## config.mk

```make
export PLATFORM = sky130hd
export DESIGN_NAME = bpfa_ctrl
export DESIGN_NICKNAME = d
export VERILOG_FILES = /design/src/rtl/assert_macros.svh /design/src/rtl/bpfa_pkg.sv /design/src/rtl/bpfa_ctrl.sv
export SDC_FILE = /design/constraint.sdc
export NUM_CORES = 1
export LEC_CHECK = 0
export ABC_AREA = 0
export BUFFER_PORTS_ARGS = -buffer_cell sky130_fd_sc_hd__buf_4
export CAP_MARGIN = 0
export CORE_AREA = 2 2 39 41
export CTS_CLUSTER_DIAMETER = 50
export DETAILED_ROUTE_END_ITERATION = 12
export DIE_AREA = 0 0 41 43
export GPL_TIMING_DRIVEN = 0
export HOLD_SLACK_MARGIN = 0.15
export PLACE_DENSITY_LB_ADDON = 0.1
export SYNTH_ARGS = -nofsm -noshare
export SYNTH_HDL_FRONTEND = slang
export SYNTH_SLANG_ARGS = --single-unit
```

## constraint.sdc

```tcl
create_clock -name clk_i -period 2.6 [get_ports clk_i]
set_input_delay 0 -clock clk_i [delete_from_list [all_inputs] [get_ports clk_i]]
set_output_delay 0 -clock clk_i [all_outputs]
set_load 0.1 [all_outputs]
```

## src/rtl/assert_macros.svh

```systemverilog
// ----------------------------------------------------------------------------
// assert_macros.svh
// Concurrent assertion helpers, compiled out with NO_ASSERTIONS.
// ----------------------------------------------------------------------------
`ifndef ASSERT_MACROS_SVH
`define ASSERT_MACROS_SVH

`ifndef NO_ASSERTIONS
`define BPFA_ASSERT(lbl, clk, rst_n, prop) \
  lbl: assert property (@(posedge clk) disable iff (!rst_n) prop) \
    else $error("assertion failed");
`define BPFA_ASSERT_NEVER(lbl, clk, rst_n, cond) \
  lbl: assert property (@(posedge clk) disable iff (!rst_n) !(cond)) \
    else $error("forbidden condition seen");
`else
`define BPFA_ASSERT(lbl, clk, rst_n, prop)
`define BPFA_ASSERT_NEVER(lbl, clk, rst_n, cond)
`endif

`endif

```

## src/rtl/bpfa_pkg.sv

```systemverilog
// ----------------------------------------------------------------------------
// bpfa_pkg
// Shared codes, field widths and controller/datapath handshake types.
// ----------------------------------------------------------------------------
package bpfa_pkg;

  localparam int PAGE_W = 12;
  localparam int NUM_W  = 13;

  typedef logic [1:0] func_t;
  localparam func_t FUNC_ALLOC_ANY = 2'd0;
  localparam func_t FUNC_ALLOC_AT  = 2'd1;
  localparam func_t FUNC_FREE      = 2'd2;

  typedef logic [1:0] status_t;
  localparam status_t STS_OK   = 2'd0;
  localparam status_t STS_OOM  = 2'd1;
  localparam status_t STS_USED = 2'd2;

  localparam logic [7:0]       ALL_USED_BYTE   = 8'hFF;
  localparam logic [NUM_W-1:0] TOTAL_PAGES_RST = 13'd4096;

  typedef struct packed {
    logic init;      // clearing sweep step
    logic accept;    // latch new item
    logic scan;      // first-fit scan running
    logic load;      // set up mark/free range
    logic mark;      // read-modify-write over range
    logic load_out;  // fill output register
  } cmd_t;

  typedef struct packed {
    logic init_done;
    logic scan_done;
    logic scan_hit;
    logic mark_done;
    logic out_full;
  } sts_t;

endpackage

```

## src/rtl/bpfa_ctrl.sv

```systemverilog
// ----------------------------------------------------------------------------
// bpfa_ctrl
// Sequencer: clearing sweep, accept, scan, range setup, mark, result.
// ----------------------------------------------------------------------------
module bpfa_ctrl (
  input  logic            clk_i,
  input  logic            rst_ni,
  input  logic            req_valid_i,
  input  bpfa_pkg::func_t req_func_i,
  output logic            req_ready_o,
  output bpfa_pkg::cmd_t  cmd_o,
  input  bpfa_pkg::sts_t  sts_i
);

  typedef enum logic [2:0] {
    S_INIT, S_IDLE, S_SCAN, S_LOAD, S_MARK, S_FIN
  } state_e;

  state_e state_q, state_d;

  always_comb begin
    cmd_o   = '0;
    state_d = state_q;
    case (state_q)
      S_INIT: begin
        cmd_o.init = 1'b1;
        if (sts_i.init_done) state_d = S_IDLE;
      end
      S_IDLE: begin
        if (req_valid_i) begin
          cmd_o.accept = 1'b1;
          case (req_func_i)
            bpfa_pkg::FUNC_ALLOC_ANY: state_d = S_SCAN;
            bpfa_pkg::FUNC_ALLOC_AT:  state_d = S_LOAD;
            bpfa_pkg::FUNC_FREE:      state_d = S_LOAD;
            default:                  state_d = S_FIN;
          endcase
        end
      end
      S_SCAN: begin
        cmd_o.scan = 1'b1;
        if (sts_i.scan_done) state_d = sts_i.scan_hit ? S_LOAD : S_FIN;
      end
      S_LOAD: begin
        cmd_o.load = 1'b1;
        state_d    = S_MARK;
      end
      S_MARK: begin
        cmd_o.mark = 1'b1;
        if (sts_i.mark_done) state_d = S_FIN;
      end
      S_FIN: begin
        // wait here only while the previous result is still held
        if (!sts_i.out_full) begin
          cmd_o.load_out = 1'b1;
          state_d        = S_IDLE;
        end
      end
      default: state_d = S_INIT;
    endcase
  end

  always_ff @(posedge clk_i or negedge rst_ni) begin
    if (!rst_ni) begin
      state_q <= S_INIT;
    end else begin
      state_q <= state_d;
    end
  end

  assign req_ready_o = (state_q == S_IDLE);

endmodule
```

==> metrics.txt, run 1 <==
Worst-Skew Late Latency 240 ps; fin cells 74; layout cells sized above 1 0.4655; Mapped Avg Cell Area slightly below 9 um^2; Post-synth top cells nor3_1, dfrtp_1, inv_1; # setup viols final 0; EDFF count, synth 0; PostCTS Resize Cnt 0; wirelength, routed 855 um; Yosys cell types 23; first-pass GRT wire length between 1000 and 1500 um; RSZ-0062 raised after global routing false; clk slew on worst S/H paths 40 ps; biggest regs state_q: 3 flops; syn nets 44; number of synthesized register bits 3; register area share after synthesis 0.2553; Crit path arrival time between 1500 and 2000 ps; Worst Skew around 1.2 ps; fillers 159; Root Driver clkbuf_4; die area about 1800 um^2; CTS sink count 3; Setup Buffers After CTS 0; Synth Cell Area roughly 290 um^2; Yosys top cell area share 0.2553; DR vias 353; Fmax achieved approximately 650 MHz; Critical Path Sink Type primary output; cts bufs inserted 3; Tcrit/Tclk final 0.5889; critical path launch point type flip-flop; R2R setup slack 1240 ps; initial antenna violation count 0; GP Congestion about 0.73; die width ~41 um; ANT cells 0; clock buffer depth 2; max_cap viols 0; P&R area growth vs syn 73.62%; Worst-Margin Slew around 290 ps; Final min period between 1500 and 2000 ps; CP max FO 10; most frequent cell after synthesis nor3_1; DRT antenna net count 0; Mapped Cells 34; max reg flops 3; number of port buffers 16; Synth area leaders dfrtp_1, nor3_1, o22a_1; status completed; cts hold-fix bufs 4; Row Count 14; Wirelength per Cell approximately 12 um; core box area ~1400 um^2; Required @ worst endpoint 2600 ps; nets@finish about 70; initial core utilization 0.2125; Hold Violations, Final 0; vias per cell approximately 4.8; Hold WS 156.1 ps; GR Util All Layers 0.1235; Post-synth ARST share 1.000; Die H 43 um; remaining global-route overflow 0; most area-hungry cell type in the Yosys netlist dfrtp_1; Ys Warns 0; Top reg by flops state_q; Setup TNS 0 ps; vias in the first global route 360; relative slew slack 0.8072; CP Class reg -> out; io pins 17; worst hold path type in -> reg; DP Wirelength about 640 um; prevailing post-synth register cell dfrtp_1; residual DRC count 0; initial drt markers 8; Final Max Tran Viols 0; H-tree depth 1; CTS tree yes; Cells after DPL 66; drt first pass iters 2; largest net degree at the start of global routing 11; final core occ 0.3689
## cell usage in the layout, fill, tap and decap left out
| master | n |
|---|---|
| o32ai_1 | 1 |
| o21bai_1 | 1 |
| inv_1 | 3 |
| a311oi_1 | 1 |
| or4b_4 | 1 |
| o31ai_2 | 1 |
| nor3_2 | 1 |
| buf_2 | 2 |
| clkbuf_1 | 1 |
| nand2_1 | 1 |
| nor2_1 | 1 |
| and3_1 | 1 |
| clkbuf_4 | 3 |
| nor3_1 | 4 |
| or2_1 | 1 |
| o31ai_1 | 1 |
| buf_6 | 1 |
| and4b_1 | 1 |
| mux2i_1 | 1 |
| mux2_2 | 1 |
| nor3b_2 | 1 |
| dfrtp_1 | 3 |
| o22a_1 | 2 |
| a211oi_1 | 1 |
| buf_4 | 16 |
| dlygate4sd3_1 | 4 |
| nand2b_1 | 2 |
| and2_1 | 1 |
## cells by family after synthesis
kind of cell / Yosys count / share of synthesized area
buf+inv: 6 / 0.1106
mux: 2 / 0.07234
simple gates: 15 / 0.3234
flops: 3 / 0.2553
compound gates: 8 / 0.2383
## path summary, 6_finish.rpt
kind | start | endpoint | cells after the start
max | state_q[2]$_DFFE_PN0P_ | cmd_o[0] | 4
min | req_valid_i | state_q[0]$_DFFE_PN0P_ | 4
max in group asynchronous | rst_ni | state_q[0]$_DFFE_PN0P_ | 3
min reg2reg | state_q[0]$_DFFE_PN0P_ | state_q[1]$_DFFE_PN0P_ | 2
min in group asynchronous | rst_ni | state_q[2]$_DFFE_PN0P_ | 3
max reg2reg | state_q[0]$_DFFE_PN0P_ | state_q[0]$_DFFE_PN0P_ | 4
## per-stage QoR
step / instance area (um^2) / setup slack (ps)
2_1_floorplan: 304.0 / -114.9
6_report: 510.5 / 1069
5_1_grt: 510.5 / 949.6
3_5_place_dp: 444.2 / 1240
3_3_place_gp: 444.2 / 1234
4_1_cts: 510.5 / 1049
## routing by layer
layer,vias to the layer above,track usage,part of all wire
li1,175,-,-
met1,164,0.1350,0.42
met2,11,0.1875,0.50
met3,3,0.01571,0.046
met4,0,0.1200,0.034
met5,-,0,0
## worst max-delay path: stages (launching register included)
cell and delay (ps):
dfrtp_1 360, buf_2 230, inv_1 140, nor3_1 230
buf_4 320
## final cells by class
type                       count  area (um^2)  area share
buffer                         3        21.27     0.04167
clock buffer                   4        26.28     0.05147
inverter                       3        11.26     0.02206
multi-input combinational     25        196.4      0.3848
sequential                     3        75.07      0.1471
tap                           16        20.02     0.03922
timing repair buffer          20        160.2      0.3137
Power of run 1 is not shown: default switching activity piles up to over one toggle a cycle in this logic, so the estimate is an artifact.
==> run 2: changes to the inputs <==
--- a/config.mk
+++ b/config.mk
@@ -5,7 +5,7 @@
 export SDC_FILE = /design/constraint.sdc
 export NUM_CORES = 1
 export LEC_CHECK = 0
-export ABC_AREA = 0
+export ABC_AREA = 1
 export BUFFER_PORTS_ARGS = -buffer_cell sky130_fd_sc_hd__buf_4
 export CAP_MARGIN = 0
 export CORE_AREA = 2 2 39 41
==> constraint.sdc (replaced) <==
create_clock -name clk_i -period 1.4 [get_ports clk_i]
set_input_delay 0 -clock clk_i [delete_from_list [all_inputs] [get_ports clk_i]]
set_output_delay 0 -clock clk_i [all_outputs]
set_load 0.1 [all_outputs]
==> metrics.txt, run 2 <==
status completed; CP bufs+invs 2 (-1); prevailing post-synth register cell dfrtp_1; Synth area leaders dfrtp_1, nand2_1, nand3_1; initial antenna violation count 0 (unchanged); syn nets 64 (+45%); Critical Path Sink Type primary output; grt met2 use 0.2000 (+0.01250); vias in the first global route 384 (+6.7%); Hold Violations, Final 0 (unchanged); DR vias 405 (+15%); Worst-Skew Late Latency 230 ps (about the same); drt first pass iters 4 (+2); post-route cell area 586.8 um^2 (+15%); biggest regs state_q: 3 flops; Final min period 1321 ps; nets@finish 89 (+29%); Ys Warns 0 (unchanged); CP Class reg -> out; Row Count 14 (unchanged); Worst Hold Depth 5 (+1); initial core utilization 0.2161 (+0.003617); Yosys top cell area share 0.2510 (-0.004273); Worst-Margin Slew 277.8 ps (-9.641 ps); placement-stage cell area 496.7 um^2 (+12%); CP peak stage delay 460 ps (+100 ps); Setup Buffers After CTS 0 (unchanged); Root Driver clkbuf_4; DP Wirelength 714.4 um (+12%); ANT cells 0 (unchanged); cts bufs inserted 3 (unchanged); Worst Skew 0.2392 ps (-1.010 ps); P&R area growth vs syn 96.23%; busiest grt layer met2; most frequent cell after synthesis nand2_1; clk slew on worst S/H paths 40 ps (about the same); number of synthesized register bits 3 (unchanged); wirelength, routed 858 um (+0.35%); reg2reg end state_q[2]$_DFFE_PN0P_; met1 Usage GRT 0.1222 (-0.01286); Yosys cell types 13 (-43%); EDFF count, synth 0 (unchanged); Final Max Tran Viols 0 (unchanged); vias per cell 4.309 (-9.7%); Tcrit/Tclk final 0.9439; Die H 43 um (unchanged); Required @ worst endpoint 1400 ps (-1200 ps); fillers 154 (-3.1%); Post-synth ARST share 1.000 (unchanged); # setup viols final 0 (unchanged); Crit path arrival time 1320 ps (-210 ps); GR Util All Layers 0.1235 (unchanged); RSZ-0062 raised after global routing true; H-tree depth 1 (unchanged); number of port buffers 16 (unchanged); die area 1763 um^2 (unchanged); GP Congestion 0.7012 (-4.1%); critical path launch point type flip-flop; die width 41 um (unchanged); CTS tree yes; crit-path leading delay family flip-flops; largest net degree at the start of global routing 8 (-3); critical-path cell with the highest stage delay dfrtp_2; final core occ 0.4241 (+0.05515); Hold Crit Endpoint state_q[0]$_DFFE_PN0P_; hold path startpoint req_func_i[1]; core box area 1384 um^2 (unchanged); met3 Use GR 0.06283 (+0.04712); register area share after synthesis 0.2510 (-0.004273); most area-hungry cell type in the Yosys netlist dfrtp_1; clock buffer depth 2 (unchanged); commonest non-fill, non-tap cell in the layout nand2_1; reg2reg path depth 7 (+3); remaining global-route overflow 0 (unchanged); power density cells approximately 2500 nW/um^2; leakage power around 0.32 nW; max_cap viols 0 (unchanged); layout cells sized above 1 0.4359 (-0.02962); residual DRC count 0 (unchanged); first-pass GRT wire length 1442 um (+0.98%); CTS sink count 3 (unchanged); Top reg by flops state_q; relative slew slack 0.8163 (+0.009097); Post-synth top cells nand2_1, inv_1, nand3_1, nor2_1; Final Total Pwr approximately 1.5 mW; DRT antenna net count 0 (unchanged); max reg flops 3 (unchanged); FF-to-FF Start state_q[0]$_DFFE_PN0P_; Mapped Avg Cell Area 5.538 um^2 (-36%); Fmax achieved between 700 and 800 MHz; CP max FO 7 (-3); crit-path cells inv_4, nand2_2, nor3_4, buf_6; Mapped Cells 54 (+59%); commonest cells after routing, fill and taps aside nand2_1, buf_4, inv_1; Wirelength per Cell 9.128 um (-21%); worst-case vdd ir drop 783.0 uV; worst hold path type in -> reg; Synth Cell Area 299.0 um^2 (+1.7%); io pins 17 (unchanged); initial drt markers 7 (-1); R2R setup slack 200 ps (-1040 ps)
==> run 2: changes by cell type after synthesis, moves of 3 or more <==
cell     previous run  this run
nor2_1              1         5
nor2_2              0         3
nand3_1             0         8
inv_2               0         3
nand2_1             1        17
nor3_1              5         1
inv_1               3         9
==> run 2: final cells by class <==
class / count / area (um^2) / share of cell area
Sequential cell: 3 / 78.83 / 0.1343
Tap cell: 16 / 20.02 / 0.03412
Multi-Input combinational cell: 39 / 235.2 / 0.4009
Inverter: 12 / 47.55 / 0.08102
Timing Repair Buffer: 20 / 178.9 / 0.3049
Clock buffer: 4 / 26.28 / 0.04478
==> run 2: kinds of logic after synthesis <==
family / count (synthesis) / share of synthesized area
compound gates: 2 / 0.04183
buf+inv: 12 / 0.1506
flops: 3 / 0.2510
simple gates: 37 / 0.5565
==> run 2: worst max-delay path by stage <==
stage	from	to	cells past startpoint	slack, ps
floorplan	state_q[1]$_DFFE_PN0P_	cmd_o[0]	1	-170
global placement	state_q[1]$_DFFE_PN0P_	state_q[2]$_DFFE_PN0P_	6	220
detailed placement	state_q[0]$_DFFE_PN0P_	state_q[2]$_DFFE_PN0P_	7	220
CTS	state_q[2]$_DFFE_PN0P_	cmd_o[4]	4	20
global route	state_q[0]$_DFFE_PN0P_	cmd_o[0]	3	-3
finish	state_q[2]$_DFFE_PN0P_	cmd_o[4]	4	80
==> run 2: stage by stage <==
step | setup TNS, ps | hold WS, ps | setup WS [ps] | cells
after global placement | 0 | -208.8 | 221.8 | 86
final | 0 | 144.4 | 78.50 | 94
after CTS | 0 | 150.9 | 15.94 | 94
after global routing | -2.581 | 177.3 | -2.581 | 94
after detailed placement | 0 | -208.4 | 224.5 | 86
after floorplan | -324.0 | -295.6 | -174.6 | 54
==> run 2: repair_timing <==
| action | 4_1_cts | 5_1_grt |
|---|---|---|
| setup endpoints to repair | 0 | 5 |
| hold buffers | 4 | 0 |
| resized for setup | 0 | 6 |
| endpoints found under the hold margin | 4 | 0 |
==> run 2: layer usage <==
metal / up-vias / wire (um)
li1: 216 / -
met1: 178 / 363
met2: 11 / 443
met3: 0 / 50
met4: 0 / 0
met5: - / 0
==> run 2: power breakdown <==
part	switching [mW]	internal [mW]
logic	0.794	0.291
registers	0.109	0.131
clock network	0.0479	0.107
==> run 2: worst reg2reg max path, cell delays in order (launching register included) <==
cell     delay [ps]
dfrtp_2         460
inv_2           120
nor2_2          140
nand3_1         110
nand2_1          80
inv_1            50
nand3_1          80
nand2_1          50
Note: power is estimated with default switching activity, not from simulation.
